===== src/sv/bdq_pkg.sv =====
package bdq_pkg;

    localparam int CFG_IDX_BITS  = 2;
    localparam int CFG_DATA_BITS = 12;
    localparam int COUNT_BITS    = 8;
    localparam int FRAME_BITS    = 12;

    // Register indexes on the configuration channel.
    localparam logic [CFG_IDX_BITS-1:0] REG_FRAMES_TO_CHECK = 2'd0;
    localparam logic [CFG_IDX_BITS-1:0] REG_IMG_COLS        = 2'd1;
    localparam logic [CFG_IDX_BITS-1:0] REG_IMG_ROWS        = 2'd2;

    localparam logic [COUNT_BITS-1:0] FRAMES_TO_CHECK_RESET = 8'd5;
    localparam logic [FRAME_BITS-1:0] IMG_COLS_RESET        = 12'd2304;
    localparam logic [FRAME_BITS-1:0] IMG_ROWS_RESET        = 12'd1536;

    // A corner counts as unmoved while it differs by less than this in x and y.
    localparam int NEAR_LIMIT = 3;

    typedef struct packed {
        logic empty;
        logic valid;
    } bdq_class_t;

endpackage


===== src/sv/bdq_front.sv =====
module bdq_front
    import bdq_pkg::*;
#(
    parameter int COORD_BITS = 12
) (
    input  logic [COORD_BITS-1:0] box_x,
    input  logic [COORD_BITS-1:0] box_y,
    input  logic [COORD_BITS-1:0] box_width,
    input  logic [COORD_BITS-1:0] box_height,
    input  logic [FRAME_BITS-1:0] img_cols,
    input  logic [FRAME_BITS-1:0] img_rows,
    output bdq_class_t            box_class,
    output logic [COORD_BITS:0]   center_x,
    output logic [COORD_BITS:0]   center_y
);

    // Wide enough for 100 times a coordinate and 19 times a frame size.
    localparam int PW = ((COORD_BITS > FRAME_BITS) ? COORD_BITS : FRAME_BITS) + 8;

    logic [PW-1:0] wx;
    logic [PW-1:0] hx;
    logic [PW-1:0] fwx;
    logic [PW-1:0] fhx;
    logic [PW-1:0] w5;
    logic [PW-1:0] w25;
    logic [PW-1:0] w50;
    logic [PW-1:0] h3;
    logic [PW-1:0] h8;
    logic [PW-1:0] h25;
    logic [PW-1:0] h100;
    logic [PW-1:0] fw4;
    logic [PW-1:0] fh19;
    logic          aspect_ok;
    logic          wfrac_ok;
    logic          hfrac_ok;

    // All ratio bounds become integer cross products built from shifts and adds.
    always_comb begin
        wx   = PW'(box_width);
        hx   = PW'(box_height);
        fwx  = PW'(img_cols);
        fhx  = PW'(img_rows);
        w5   = (wx << 2) + wx;
        w25  = (wx << 4) + (wx << 3) + wx;
        w50  = w25 << 1;
        h3   = (hx << 1) + hx;
        h8   = hx << 3;
        h25  = (hx << 4) + (hx << 3) + hx;
        h100 = (hx << 6) + (hx << 5) + (hx << 2);
        fw4  = fwx << 2;
        fh19 = (fhx << 4) + (fhx << 1) + fhx;

        aspect_ok = (w5 > h3) && (w5 < h8);
        wfrac_ok  = (w25 < fw4) && (w50 > fwx);
        hfrac_ok  = (h100 < fh19) && (h25 > fhx);

        box_class.empty = (box_width == '0) || (box_height == '0);
        box_class.valid = aspect_ok && wfrac_ok && hfrac_ok;

        center_x = (COORD_BITS+1)'(box_x) + (COORD_BITS+1)'(box_width >> 1);
        center_y = (COORD_BITS+1)'(box_y) + (COORD_BITS+1)'(box_height >> 1);
    end

endmodule


===== src/sv/bdq_fifo.sv =====
module bdq_fifo #(
    parameter int WIDTH = 8
) (
    input  logic             aclk,
    input  logic             aresetn,
    input  logic             wr_valid,
    output logic             wr_ready,
    input  logic [WIDTH-1:0] wr_data,
    output logic             rd_valid,
    input  logic             rd_ready,
    output logic [WIDTH-1:0] rd_data
);

    logic [WIDTH-1:0] mem_reg [2];
    logic             wr_ptr_reg;
    logic             rd_ptr_reg;
    logic [1:0]       count_reg;
    logic [1:0]       count_next;
    logic             push;
    logic             pop;

    assign wr_ready = (count_reg != 2'd2);
    assign rd_valid = (count_reg != 2'd0);
    assign rd_data  = mem_reg[rd_ptr_reg];
    assign push     = wr_valid && wr_ready;
    assign pop      = rd_valid && rd_ready;

    always_comb begin
        count_next = count_reg;
        if (push && !pop) begin
            count_next = count_reg + 2'd1;
        end else if (pop && !push) begin
            count_next = count_reg - 2'd1;
        end
    end

    always_ff @(posedge aclk) begin
        if (push) begin
            mem_reg[wr_ptr_reg] <= wr_data;
        end
    end

    always_ff @(posedge aclk) begin
        if (!aresetn) begin
            wr_ptr_reg <= 1'b0;
            rd_ptr_reg <= 1'b0;
            count_reg  <= 2'd0;
        end else begin
            count_reg <= count_next;
            if (push) begin
                wr_ptr_reg <= ~wr_ptr_reg;
            end
            if (pop) begin
                rd_ptr_reg <= ~rd_ptr_reg;
            end
        end
    end

endmodule


===== src/sv/bdq_back.sv =====
module bdq_back
    import bdq_pkg::*;
#(
    parameter int COORD_BITS = 12
) (
    input  logic                  aclk,
    input  logic                  aresetn,
    input  logic [COUNT_BITS-1:0] frames_to_check,
    input  logic                  in_valid,
    output logic                  in_ready,
    input  bdq_class_t            in_class,
    input  logic [COORD_BITS-1:0] in_x,
    input  logic [COORD_BITS-1:0] in_y,
    input  logic [COORD_BITS:0]   in_cx,
    input  logic [COORD_BITS:0]   in_cy,
    output logic                  out_valid,
    input  logic                  out_ready,
    output logic                  out_detected,
    output logic [COORD_BITS:0]   out_center_x,
    output logic [COORD_BITS:0]   out_center_y
);

    logic [COORD_BITS-1:0] ref_x_reg;
    logic [COORD_BITS-1:0] ref_y_reg;
    logic [COUNT_BITS-1:0] stable_count_reg;
    logic                  held_detected_reg;
    logic [COORD_BITS:0]   held_center_x_reg;
    logic [COORD_BITS:0]   held_center_y_reg;
    logic                  out_valid_reg;

    logic                  pop;
    logic [COORD_BITS-1:0] dx;
    logic [COORD_BITS-1:0] dy;
    logic                  near;
    logic [COUNT_BITS:0]   count_raw;
    logic                  hit;

    // The held report doubles as the output register; it only changes when a
    // beat is taken, and a beat is only taken once the output slot is free.
    assign in_ready     = !out_valid_reg || out_ready;
    assign pop          = in_valid && in_ready;
    assign out_valid    = out_valid_reg;
    assign out_detected = held_detected_reg;
    assign out_center_x = held_center_x_reg;
    assign out_center_y = held_center_y_reg;

    always_comb begin
        dx   = (in_x > ref_x_reg) ? (in_x - ref_x_reg) : (ref_x_reg - in_x);
        dy   = (in_y > ref_y_reg) ? (in_y - ref_y_reg) : (ref_y_reg - in_y);
        near = (dx < COORD_BITS'(NEAR_LIMIT)) && (dy < COORD_BITS'(NEAR_LIMIT));
        if (!in_class.valid) begin
            count_raw = '0;
        end else if (near) begin
            count_raw = (COUNT_BITS+1)'(stable_count_reg) + (COUNT_BITS+1)'(1);
        end else begin
            count_raw = (COUNT_BITS+1)'(1);
        end
        // An invalid box still compares, so a zero threshold reports detected.
        hit = count_raw >= (COUNT_BITS+1)'(frames_to_check);
    end

    always_ff @(posedge aclk) begin
        if (!aresetn) begin
            ref_x_reg         <= '0;
            ref_y_reg         <= '0;
            stable_count_reg  <= '0;
            held_detected_reg <= 1'b0;
            held_center_x_reg <= '0;
            held_center_y_reg <= '0;
            out_valid_reg     <= 1'b0;
        end else begin
            if (out_ready) begin
                out_valid_reg <= 1'b0;
            end
            if (pop) begin
                out_valid_reg <= 1'b1;
                if (in_class.empty) begin
                    stable_count_reg  <= '0;
                    held_detected_reg <= 1'b0;
                    held_center_x_reg <= '0;
                    held_center_y_reg <= '0;
                end else begin
                    if (in_class.valid && !near) begin
                        ref_x_reg <= in_x;
                        ref_y_reg <= in_y;
                    end
                    if (hit) begin
                        stable_count_reg  <= frames_to_check;
                        held_detected_reg <= 1'b1;
                        held_center_x_reg <= in_cx;
                        held_center_y_reg <= in_cy;
                    end else begin
                        stable_count_reg <= count_raw[COUNT_BITS-1:0];
                        if (!in_class.valid) begin
                            held_detected_reg <= 1'b0;
                            held_center_x_reg <= '0;
                            held_center_y_reg <= '0;
                        end
                    end
                end
            end
        end
    end

    a_center_zero_when_clear: assert property (@(posedge aclk) disable iff (!aresetn)
        !held_detected_reg |-> (held_center_x_reg == '0) && (held_center_y_reg == '0))
        else $error("center reported without a detection");

    a_empty_clears: assert property (@(posedge aclk) disable iff (!aresetn)
        pop && in_class.empty |=> !held_detected_reg && (stable_count_reg == '0))
        else $error("empty box did not clear the report");

    a_new_ref_restarts: assert property (@(posedge aclk) disable iff (!aresetn)
        pop && !in_class.empty && in_class.valid && !near && (frames_to_check > 8'd1)
        |=> (stable_count_reg == 8'd1) && (ref_x_reg == $past(in_x)))
        else $error("moved box did not restart the count");

    a_stall_holds: assert property (@(posedge aclk) disable iff (!aresetn)
        out_valid_reg && !out_ready |=> out_valid_reg && $stable(held_center_x_reg))
        else $error("result changed while stalled");

endmodule


===== src/sv/box_detection_qualifier.sv =====
// Bounding box qualifier. One beat on the s_ channel carries one frame's box
// (x, y, width, height). Each beat yields exactly one result beat on the m_
// channel: the detected flag and the reported center, debounced over
// frames_to_check stable frames.
// The front classifies the box (empty, shape and size bounds against the
// configured frame size) with constant multiplies in the accept cycle and
// writes it into a two-entry queue. The back pops the queue, updates the
// reference corner and stable count, and holds the report in the output
// register. Each box passes through a queue entry and then the output register
// before m_tvalid rises; one box per cycle is sustained while m_tready stays
// high, limited by the single state update per cycle.
// When the receiver stalls, the output register holds its beat and the queue
// fills; s_tready drops only once both queue entries are occupied.
// Reset (aresetn low, synchronous) empties the queue, clears the reference,
// count and report to zero and restores the register defaults 5, 2304, 1536.
// Registers are written through the cfg_ channel, which is always ready;
// write them only while no box is in flight.
module box_detection_qualifier
    import bdq_pkg::*;
#(
    parameter int COORD_BITS = 12,
    localparam int IN_W   = 4 * COORD_BITS,
    localparam int IN_TW  = ((IN_W + 7) / 8) * 8,
    localparam int OUT_W  = 2 * COORD_BITS + 3,
    localparam int OUT_TW = ((OUT_W + 7) / 8) * 8
) (
    input  logic                     aclk,
    input  logic                     aresetn,
    input  logic                     s_tvalid,
    output logic                     s_tready,
    // box_x, box_y, box_width, box_height from bit 0 up
    input  logic [IN_TW-1:0]         s_tdata,
    output logic                     m_tvalid,
    input  logic                     m_tready,
    // detected, center_x, center_y from bit 0 up
    output logic [OUT_TW-1:0]        m_tdata,
    input  logic                     cfg_valid,
    output logic                     cfg_ready,
    input  logic [CFG_IDX_BITS-1:0]  cfg_index,
    input  logic [CFG_DATA_BITS-1:0] cfg_data
);

    localparam int Q_W    = 2 + 2 * COORD_BITS + 2 * (COORD_BITS + 1);

    logic [COUNT_BITS-1:0] frames_to_check_reg;
    logic [FRAME_BITS-1:0] img_cols_reg;
    logic [FRAME_BITS-1:0] img_rows_reg;

    bdq_class_t            f_class;
    logic [COORD_BITS:0]   f_cx;
    logic [COORD_BITS:0]   f_cy;
    logic [Q_W-1:0]        q_wr_data;
    logic [Q_W-1:0]        q_rd_data;
    logic                  q_rd_valid;
    logic                  q_rd_ready;
    bdq_class_t            b_class;
    logic [COORD_BITS-1:0] b_x;
    logic [COORD_BITS-1:0] b_y;
    logic [COORD_BITS:0]   b_cx;
    logic [COORD_BITS:0]   b_cy;
    logic                  o_detected;
    logic [COORD_BITS:0]   o_cx;
    logic [COORD_BITS:0]   o_cy;

    assign cfg_ready = 1'b1;

    always_ff @(posedge aclk) begin
        if (!aresetn) begin
            frames_to_check_reg <= FRAMES_TO_CHECK_RESET;
            img_cols_reg        <= IMG_COLS_RESET;
            img_rows_reg        <= IMG_ROWS_RESET;
        end else if (cfg_valid && cfg_ready) begin
            case (cfg_index)
                REG_FRAMES_TO_CHECK: begin
                    frames_to_check_reg <= cfg_data[COUNT_BITS-1:0];
                end
                REG_IMG_COLS: begin
                    img_cols_reg <= cfg_data[FRAME_BITS-1:0];
                end
                REG_IMG_ROWS: begin
                    img_rows_reg <= cfg_data[FRAME_BITS-1:0];
                end
                default: begin
                end
            endcase
        end
    end

    bdq_front #(
        .COORD_BITS(COORD_BITS)
    ) u_front (
        .box_x       (s_tdata[COORD_BITS-1:0]),
        .box_y       (s_tdata[2*COORD_BITS-1:COORD_BITS]),
        .box_width   (s_tdata[3*COORD_BITS-1:2*COORD_BITS]),
        .box_height  (s_tdata[4*COORD_BITS-1:3*COORD_BITS]),
        .img_cols    (img_cols_reg),
        .img_rows    (img_rows_reg),
        .box_class   (f_class),
        .center_x    (f_cx),
        .center_y    (f_cy)
    );

    assign q_wr_data = {f_class, s_tdata[2*COORD_BITS-1:0], f_cy, f_cx};

    bdq_fifo #(
        .WIDTH(Q_W)
    ) u_queue (
        .aclk    (aclk),
        .aresetn (aresetn),
        .wr_valid(s_tvalid),
        .wr_ready(s_tready),
        .wr_data (q_wr_data),
        .rd_valid(q_rd_valid),
        .rd_ready(q_rd_ready),
        .rd_data (q_rd_data)
    );

    assign {b_class, b_y, b_x, b_cy, b_cx} = q_rd_data;

    bdq_back #(
        .COORD_BITS(COORD_BITS)
    ) u_back (
        .aclk           (aclk),
        .aresetn        (aresetn),
        .frames_to_check(frames_to_check_reg),
        .in_valid       (q_rd_valid),
        .in_ready       (q_rd_ready),
        .in_class       (b_class),
        .in_x           (b_x),
        .in_y           (b_y),
        .in_cx          (b_cx),
        .in_cy          (b_cy),
        .out_valid      (m_tvalid),
        .out_ready      (m_tready),
        .out_detected   (o_detected),
        .out_center_x   (o_cx),
        .out_center_y   (o_cy)
    );

    assign m_tdata = OUT_TW'({o_cy, o_cx, o_detected});

endmodule


===== config.mk =====
export PLATFORM = sky130hd
export DESIGN_NAME = box_detection_qualifier
export DESIGN_NICKNAME = d
export VERILOG_FILES = /design/src/sv/bdq_pkg.sv /design/src/sv/bdq_front.sv /design/src/sv/bdq_fifo.sv /design/src/sv/bdq_back.sv /design/src/sv/box_detection_qualifier.sv
export SDC_FILE = /design/constraint.sdc
export NUM_CORES = 1
export LEC_CHECK = 0
export BUFFER_PORTS_ARGS = -buffer_cell sky130_fd_sc_hd__buf_2
export CAP_MARGIN = 40
export CORE_MARGIN = 5
export CORE_UTILIZATION = 40
export DETAILED_ROUTE_END_ITERATION = 8
export PLACE_DENSITY_LB_ADDON = 0.12
export SLEW_MARGIN = 20
export SYNTH_ARGS = -nofsm -noshare
export SYNTH_HDL_FRONTEND = slang
export SYNTH_SLANG_ARGS = --single-unit

===== constraint.sdc =====
create_clock -name aclk -period 8.9 [get_ports aclk]
set_input_delay 1.78 -clock aclk [delete_from_list [all_inputs] [get_ports aclk]]
set_output_delay 1.78 -clock aclk [all_outputs]
set_load 0.01 [all_outputs]

==> results.yml, run 1 <==
route:
  first_pass_iters: 5
  via_per_inst: 5.423
  drt_iter0_drc: 575
  drc_errors: 0
  vias: 12940
  wl_per_cell_um: 18.07
  finalWirelength_um: 43090
  final_antenna_net_count: 0
worst_setup_path:
  crit_path_start_kind: "flip-flop"
  required_ps: 9310
  crit_fanout: 28
  r2r_slack_ps: 1560
  r2r_cells: 21
  critPathKind: "reg2reg"
  critPathCaptureType: "flip-flop"
  r2r-end: "u_back.out_center_y[2]"
  worstPathArrival_ps: 7750
synthesis:
  synth_top_family_by_area: "compound AO/OA/AOI/OAI gates"
  yosysTopAreaCell: "edfxtp_1"
  syn_avg_cell_area_um2: 9.337
  synth_xor_area_share_pct: 5.565
  synth_ff_type: "edfxtp_1"
  synth_compound_area_share_pct: 20.79
  synth_edf_count: 104
  synth_mux_area_share_pct: 3.883
  yosys.area.top_type_share_pct: 19.08
  synth_fa_ha_area_share_pct: 19.86
  syn-instance-count: 1753
  seq_area_frac_synth_pct: 30.94
  yosys.area_share.simple_pct: 13.19
  ys_types: 82
  syn-cell-area_mm2: 0.01637
  yosysWarnings: 0
  ys_ff_latch: 201
  async_flop_share_pct: 0
  synthTopCellsByArea: "edfxtp_1 (19%), ha_1 (18%), dfxtp_1 (12%)"
hold_path:
  worst_hold_path_type: "reg2reg"
  hold_end: "img_cols_reg[5]"
  min_path_cells: 2
  hold_start: "img_cols_reg[5]"
final_layout:
  area_growth_pct: 11.50
  postLayoutCellArea_mm2: 0.01825
  multi_input_area_mm2: 0.01040
  finish.utilization_pct: 44.90
  fin_nets: 2152
  seqCellArea_mm2: 0.005069
  fillCellCount: 3933
  largest_reg_flops: 104
  drive_gt1_share_pct: 10.91
cts:
  cts_root_buffer: "clkbuf_16"
  clk_path_buf_depth: 3
  numCtsBuffers: 24
  htreeDepth: 1
  clk_latency_ps: 530
  hold_buffers: 0
  cts_tree: "yes"
  post_cts_buffers: 0
  clkTransAtPathRegs_ps: 60
  cts.sinks: 201
  post_cts_resized: 0
global_routing:
  use_met2_pct: 32.05
  top_usage_layer: "met2"
  grt_util_all_layers_pct: 18.81
  antenna_found_initial: 3
  grt_pass1_wl_um: 68500
  grt_max_degree: 69
  gr-total-overflow: 0
  use_met1_pct: 25.35
  grt.met3_usage_pct: 2.331
  first_global_vias: 12590
timing:
  setup_ws_ps: 1564
  finalSetupViolCount: 0
  fmax_mhz: 136.3
  finalMaxSlewViolations: 0
  hold_viol_final: 0
  fin_crit_ps: 7336
  rsz0062_at_grt: "no"
  slew_headroom_pct: 46.01
  fin_worst_skew_ps: 7.699
  setup_tns_ps: 0
  worstMarginPinSlew_ps: 809.9
  fin_crit_sh_pct: 82.42
die:
  initial_core_util_pct: 40.27
  ios: 102
  die_h_um: 212.3
  die_w_um: 212.3
  coreArea_mm2: 0.04065
  rows: 74
  dieArea_mm2: 0.04507
flow_run:
  drv_cap: 0
power:
  p_leak_uw: 0.007828
  vdd_drop_max_v: 0.0001286
  p_per_area_mw_per_mm2: 230.6
place:
  placed_area_mm2: 0.01734
  place_congestion: 0.8754
  pre_cts_slack_ps: 1543
  post-dp-hpwl_um: 33430
  io_buffer_count: 95
run_status:
  outcome: "completed"
==> cell type report <==
class                           count  share of cell area (%)
Antenna cell                        2                 0.02742
Clock buffer                       31                   3.777
Sequential cell                   201                   27.77
Tap cell                          532                   3.647
Inverter                          173                   3.558
Multi-Input combinational cell   1328                   56.98
Timing Repair Buffer              105                   3.071
Clock inverter                     13                   1.165
==> cell families after synthesis <==
family	count (synthesis)
other	2
multiplexers	63
XOR/XNOR	104
AND/OR/NAND/NOR	436
buffers and inverters	229
AO/OA/AOI/OAI	466
flip-flops	201
adder cells (fa/ha/maj)	252
==> worst max-delay path: stages (launching register included) <==
cell	delay, ps
dfxtp_4	670
buf_4	520
mux2i_1	360
ha_1	410
a21o_1	250
a21oi_1	250
o221a_2	260
mux2i_1	70
or4_1	530
or4_1	640
a221o_1	610
nor2_1	180
ha_1	250
a21o_1	150
a21o_1	170
a211o_1	290
a21oi_1	120
o21ai_0	190
a31oi_1	220
or2_2	500
buf_4	420
o2bb2ai_2	100
==> per-stage QoR <==
stage                     hold WS, ps  std cells  total power, uW
after floorplan                 433.5       1758             2648
after global placement          453.6       2336             3095
after detailed placement        453.5       2338             3116
after CTS                       467.7       2382             4245
after global routing            485.8       2383             4532
final                           464.1       2385             4209
==> worst max-delay path by stage <==
stage                     startpoint                         end  slack (ps)  cells after the start
after floorplan            flip-flop  u_back.stable_count_reg[7]        2080                     26
final                      flip-flop      u_back.out_center_y[2]        1560                     21
after detailed placement   flip-flop     u_back.out_center_y[11]        1540                     21
after global placement     flip-flop      u_back.out_center_y[7]        1660                     21
after global routing       flip-flop     u_back.out_center_y[11]        1050                     21
after CTS                  flip-flop     u_back.out_center_y[11]        1510                     21
==> report_power, final <==
group	switching (uW)	internal, uW	leakage (uW)
logic	1130	788	0.00564
registers	74.5	1110	0.00176
clock network	406	695	0.000430
==> Yosys cell counts, types with 10 or more instances <==
library cell,number
ha_1,239
inv_1,171
nand2_1,132
fa_1,13
o2bb2ai_2,26
a31oi_1,10
edfxtp_1,104
nor3_1,31
nand2b_1,17
xnor2_1,82
nand4_1,19
a21oi_1,103
a21boi_0,36
a21o_1,33
nor4_1,10
nor2b_1,28
nor2_1,99
and3_1,11
o211a_1,22
nand3_1,22
o21bai_1,10
o21a_1,34
mux2i_1,59
xor2_1,22
clkbuf_1,37
o211ai_1,25
dfxtp_1,97
and2_1,12
o21ai_0,81
==> metal layers <==
layer	wire length [um]	up-vias	part of all wire, %
met4	1098	2	2.5
met2	20340	220	47
met1	19960	6143	46
met3	1682	68	3.9
li1	-	6502	-
met5	13	-	0.030
==> layout by cell type, fill, tap and decap left out, drive strengths merged, types with 10 or more instances in the layout <==
cell       n
edfxtp   104
or4       10
nand3     22
o211a     22
xnor2     82
a21boi    36
nand2    132
o2bb2ai   27
nor2b     28
clkbuf    32
inv      172
fa        13
a21o      33
and2      12
o211ai    28
a21oi    103
nor3      31
mux2i     59
a31oi     10
o21bai    10
nor4      10
dfxtp     97
nor2     100
o21a      34
nand4     19
ha       239
nand2b    17
and3      11
xor2      22
o21ai     82
buf      104
Note: power is estimated with default switching activity, not from simulation.
==> run 2: changes to the inputs <==
--- a/config.mk
+++ b/config.mk
@@ -5,6 +5,7 @@
 export SDC_FILE = /design/constraint.sdc
 export NUM_CORES = 1
 export LEC_CHECK = 0
+export ABC_AREA = 1
 export BUFFER_PORTS_ARGS = -buffer_cell sky130_fd_sc_hd__buf_2
 export CAP_MARGIN = 40
 export CORE_MARGIN = 5
==> constraint.sdc (replaced) <==
create_clock -name aclk -period 6.3 [get_ports aclk]
set_input_delay 1.26 -clock aclk [delete_from_list [all_inputs] [get_ports aclk]]
set_output_delay 1.26 -clock aclk [all_outputs]
set_load 0.01 [all_outputs]
==> run 2 against run 1 <==
Compared with the run above: non-clock buffer count is the same; routed wire length grew 2.6%; critical path depth grew 7; sequential share of layout area shrank 0.65 points; clock skew grew 4.0 ps; power grew 51%; critical path type is now in2reg; critical endpoint is now u_queue.mem_reg[1][50].
==> results.yml, run 2 <==
final_layout:
  postLayoutCellArea_mm2: 0.01868
  most-common-layout-cells: "nand2_1 (488), inv_1 (347), ha_1 (239), a21oi_1 (222), nand3_1 (159)"
  fillCellCount: 4308
  drive_gt1_share_pct: 8.757
  final_common_cell: "nand2_1"
  area_growth_pct: 10.42
  antennaDiodeCount: 0
  fin_nets: 2642
  largest_reg_flops: 104
  finish.utilization_pct: 44.62
cts:
  hold_buffers: 0
  cts_root_buffer: "clkbuf_16"
  numCtsBuffers: 24
  clk_latency_ps: 520
  post_cts_resized: 0
  clk_path_buf_depth: 3
  post_cts_buffers: 0
  clkTransAtPathRegs_ps: 60
  cts_tree: "yes"
  cts.sinks: 201
  htreeDepth: 1
place:
  pre_cts_slack_ps: 562.9
  io_buffer_count: 95
  post-dp-hpwl_um: 35660
  place_congestion: 0.8959
  placed_area_mm2: 0.01788
power:
  p_leak_uw: 0.008965
  p_per_area_mw_per_mm2: 341.0
  vdd_drop_max_v: 0.0001900
synthesis:
  synthTopCellsByArea: "edfxtp_1 (18%), ha_1 (18%), dfxtp_1 (11%)"
  synth_edf_count: 104
  ys_types: 48
  syn-cell-area_mm2: 0.01691
  yosysWarnings: 0
  syn_avg_cell_area_um2: 7.544
  synth.most_common_cell: "nand2_1"
  async_flop_share_pct: 0
  synth_common_cells: "nand2_1 (488), inv_1 (347), ha_1 (239)"
  syn-instance-count: 2242
  yosysTopAreaCell: "edfxtp_1"
  seq_area_frac_synth_pct: 29.95
  ys_ff_latch: 201
  yosys.area.top_type_share_pct: 18.46
  synth_ff_type: "edfxtp_1"
timing:
  rsz0062_at_grt: "no"
  fmax_mhz: 190.1
  slew_headroom_pct: 45.33
  fin_worst_skew_ps: 11.70
  setup_tns_ps: 0
  hold_viol_final: 0
  fin_crit_ps: 5260
  finalSetupViolCount: 0
  finalMaxSlewViolations: 0
  worstMarginPinSlew_ps: 820.0
  setup_ws_ps: 1040
  fin_crit_sh_pct: 83.50
run_status:
  outcome: "completed"
die:
  die_w_um: 215.6
  rows: 75
  dieArea_mm2: 0.04650
  initial_core_util_pct: 40.41
  die_h_um: 215.6
  ios: 102
  coreArea_mm2: 0.04185
flow_run:
  drv_cap: 0
global_routing:
  grt_max_degree: 62
  antenna_found_initial: 1
  use_met2_pct: 32.82
  first_global_vias: 14190
  use_met1_pct: 25.01
  top_usage_layer: "met2"
  grt.met3_usage_pct: 2.088
  gr-total-overflow: 0
  grt_util_all_layers_pct: 18.75
  grt_pass1_wl_um: 72400
worst_setup_path:
  critPathKind: "in2reg"
  worstPathArrival_ps: 5630
  crit_path_start_kind: "input pin"
  critPathCaptureType: "flip-flop"
  crit_fanout: 7
  crit_family: "simple AND/OR/NAND/NOR gates"
  slowest_stage: "fa_1"
  cp_num_buf_inv: 6
  cp_slowest_stage_delay_ps: 420
  required_ps: 6670
route:
  drc_errors: 0
  via_per_inst: 5.065
  vias: 14590
  finalWirelength_um: 44220
  wl_per_cell_um: 15.35
  first_pass_iters: 5
  final_antenna_net_count: 0
  drt_iter0_drc: 768
hold_path:
  worst_hold_path_type: "reg2reg"
run 2: cell types whose count changed after synthesis, sizes merged, moves of 27 or more:
cell     before  now
a21boi       36    4
a21oi       103  222
inv         172  351
mux2i        59    1
nand2       132  496
nand3        22  164
nor2b        28    1
o21a         34    4
o21ai        82  119
o2bb2ai      27    0
xnor2        82   21
xor2         22   68
run 2: logic make-up (layout without fill, tap and decap cells):
family / count (synthesis) / after routing / synth area share (%)
multiplexers: 30 / 30 / 1.990
XOR/XNOR: 89 / 89 / 4.609
AND/OR/NAND/NOR: 859 / 859 / 21.84
AO/OA/AOI/OAI: 402 / 402 / 12.76
other: 2 / 7 / 0.04440
adder cells (fa/ha/maj): 252 / 252 / 19.22
buffers and inverters: 407 / 501 / 9.587
flip-flops: 201 / 201 / 29.95
run 2: path summary, 6_finish.rpt:
kind | slack (ps) | start | endpoint | depth (start not counted)
worst max-delay path | 1040 | s_tdata[37] | u_queue.mem_reg[1][50] | 28
worst min-delay path | 460 | u_queue.rd_ptr_reg | flip-flop | 1
worst max register to register | 1110 | flip-flop | u_back.stable_count_reg[0] | 24
worst min register to register | 460 | u_queue.rd_ptr_reg | flip-flop | 1
run 2: where the power goes:
part           switching [uW]  internal, uW
clock                     562           818
combinational            2150          1170
sequential               82.5          1590
run 2: stage by stage:
step                      std cells  total power, uW  hold slack (ps)
after floorplan                2247             4269            425.7
after global placement         2834             4986            435.9
after detailed placement       2836             5026            447.1
after CTS                      2880             6439            453.5
after global routing           2880             7028            483.5
final                          2880             6368            455.4
run 2: worst reg2reg max path, delay by kind of cell (launching register included):
family	cells	cell delay, ps
compound gates	7	1720
simple gates	13	1630
buf+inv	2	460
fa+ha+maj	2	670
flops	1	600
run 2: layer usage:
metal,wire [um],part of all wire (%)
met3,1462,3.3
met2,21110,48
met1,20840,47
met4,789,1.8
met5,13,0.029
run 2: area by class of cell:
type,count,area (um2),area share [%]
sequential,201,5066,27.13
tap,539,674.4,3.611
clock inverter,12,100.1,0.5359
timing repair buffer,105,558.0,2.988
multi-input combinational,1639,10260,54.95
clock buffer,32,693.2,3.711
inverter,352,1321,7.074
==> run 3: changes to the inputs <==
==> constraint.sdc (replaced) <==
create_clock -name aclk -period 4.5 [get_ports aclk]
set_input_delay 0.9 -clock aclk [delete_from_list [all_inputs] [get_ports aclk]]
set_output_delay 0.9 -clock aclk [all_outputs]
set_load 0.01 [all_outputs]
==> run 3 against run 2 <==
Compared with the run above: critical path depth grew 1; register-to-register slack lost 1000 ps; largest power group unchanged; setup slack lost 1000 ps; highest routed layer is now met4.
==> results.yml, run 3 (synthesized netlist as in run 2, its figures left out) <==
power:
  p_leak_uw: 0.009958
  finalPower_uw: 9893
  p_per_area_mw_per_mm2: 474.2
  vdd_drop_max_v: 0.0002551
die:
  die_w_um: 215.6
  initial_core_util_pct: 40.41
  rows: 75
  die_h_um: 215.6
  ios: 102
  coreArea_mm2: 0.04185
  dieArea_mm2: 0.04650
final_layout:
  fin_nets: 2831
  multi_input_area_mm2: 0.01090
  area_growth_pct: 23.35
  stdcell_count: 3067
  final_common_cell: "nand2_1"
  drive_gt1_share_pct: 20.02
  most-common-layout-cells: "nand2_1 (479), inv_1 (338), ha_1 (215), a21oi_1 (207), buf_4 (180)"
  largest_reg_flops: 104
  finish.utilization_pct: 49.85
  fillCellCount: 4108
  antennaDiodeCount: 0
  seqCellArea_mm2: 0.005070
timing:
  finalSetupViolCount: 0
  setup_tns_ps: 0
  fin_crit_ps: 4465
  setup_ws_ps: 34.82
  hold_viol_final: 0
  rsz0062_at_grt: "yes"
  fin_crit_sh_pct: 99.23
  fin_worst_skew_ps: 17.86
  worstMarginPinSlew_ps: 807.7
  finalMaxSlewViolations: 0
  slew_headroom_pct: 46.15
  fmax_mhz: 224.0
worst_setup_path:
  worstPathArrival_ps: 4830
  crit_family: "simple AND/OR/NAND/NOR gates"
  crit_path_frequent_cell: "nand2_1"
  cp_num_buf_inv: 4
  critPathKind: "in2reg"
  crit_path_start_kind: "input pin"
  crit_fanout: 4
  r2r_slack_ps: 80
  slowest_stage: "fa_2"
  required_ps: 4860
  critPathCaptureType: "flip-flop"
  cp_slowest_stage_delay_ps: 410
place:
  place_congestion: 0.9025
  post-dp-hpwl_um: 37610
  io_buffer_count: 95
  pre_cts_slack_ps: -627.0
  placed_cells_incl_taps: 3003
run_status:
  outcome: "completed"
global_routing:
  grt_max_degree: 61
  antenna_found_initial: 0
  use_met2_pct: 34.20
  grt_pass1_wl_um: 74350
  use_met1_pct: 25.22
  first_global_vias: 14840
  gr-total-overflow: 0
  grt_util_all_layers_pct: 19.22
  top_usage_layer: "met2"
  grt.met3_usage_pct: 1.640
cts:
  clk_latency_ps: 510
  htreeDepth: 1
  hold_buffers: 0
  clkTransAtPathRegs_ps: 60
  cts_root_buffer: "clkbuf_16"
  clk_path_buf_depth: 3
  numCtsBuffers: 23
  cts_tree: "yes"
  cts.sinks: 201
route:
  finalWirelength_um: 48240
  drc_errors: 0
  final_antenna_net_count: 0
  via_per_inst: 5.013
  wl_per_cell_um: 15.73
  first_pass_iters: 5
  drt_iter0_drc: 702
  vias: 15370
flow_run:
  drv_cap: 0
hold_path:
  worst_hold_path_type: "reg2reg"
run 3: repair_timing:
action	CTS	global route
cloned	0	9
pin swaps	2	62
endpoints found under the setup margin	2	37
resized for setup	4	168
setup buffers	1	13
run 3: worst reg2reg max path: stages (launching register included):
cell	delay [ps]
dfxtp_1	330
ha_2	210
fa_2	350
nand3_1	90
nand2_1	110
xor2_1	170
ha_1	330
buf_4	140
a21oi_1	130
o211ai_1	140
a21o_1	210
a21oi_1	210
o21bai_1	140
nand3_1	150
xor2_2	230
ha_4	250
nand2_2	80
nor2_2	50
a211oi_2	190
nand2_1	110
nand2_1	90
nand3_1	70
nor2_1	100
nand3_1	80
nor2_1	110
nand4_1	110
nor2_2	140
run 3: cell type report:
class,instances,share of cell area (%)
clock inverters,9,0.3598
flip-flops and latches,201,24.30
multi-input cells,1640,52.22
inverters,352,6.357
well taps,539,3.233
clock buffers,32,3.017
repair buffers,294,10.51
run 3: layer usage:
metal / vias up / wire length [um]
li1: 7970 / -
met2: 227 / 23600
met5: - / 0
met4: 0 / 1255
met1: 7103 / 21910
met3: 74 / 1474
run 3: stage by stage:
stage	hold WS (ps)	instance area [um2]
floorplan	425.7	16940
global placement	435.3	19180
detailed placement	440.8	19180
CTS	460.4	19920
global route	473.9	20860
finish	460.4	20860
run 3: final timing paths:
| check | from | end | cells after the start |
|---|---|---|---|
| setup / recovery | s_tdata[37] | u_queue.mem_reg[1][50] | 29 |
| hold / removal | u_back.out_detected | u_back.out_detected | 2 |
| setup reg to reg | img_rows_reg[0] | u_queue.mem_reg[1][50] | 26 |
| hold reg to reg | u_back.out_detected | u_back.out_detected | 2 |
run 3: power breakdown:
| group | switching (uW) | internal [uW] |
|---|---|---|
| combinational | 3420 | 2360 |
| sequential | 117 | 2230 |
| clock | 731 | 1030 |
| total | 4270 | 5620 |
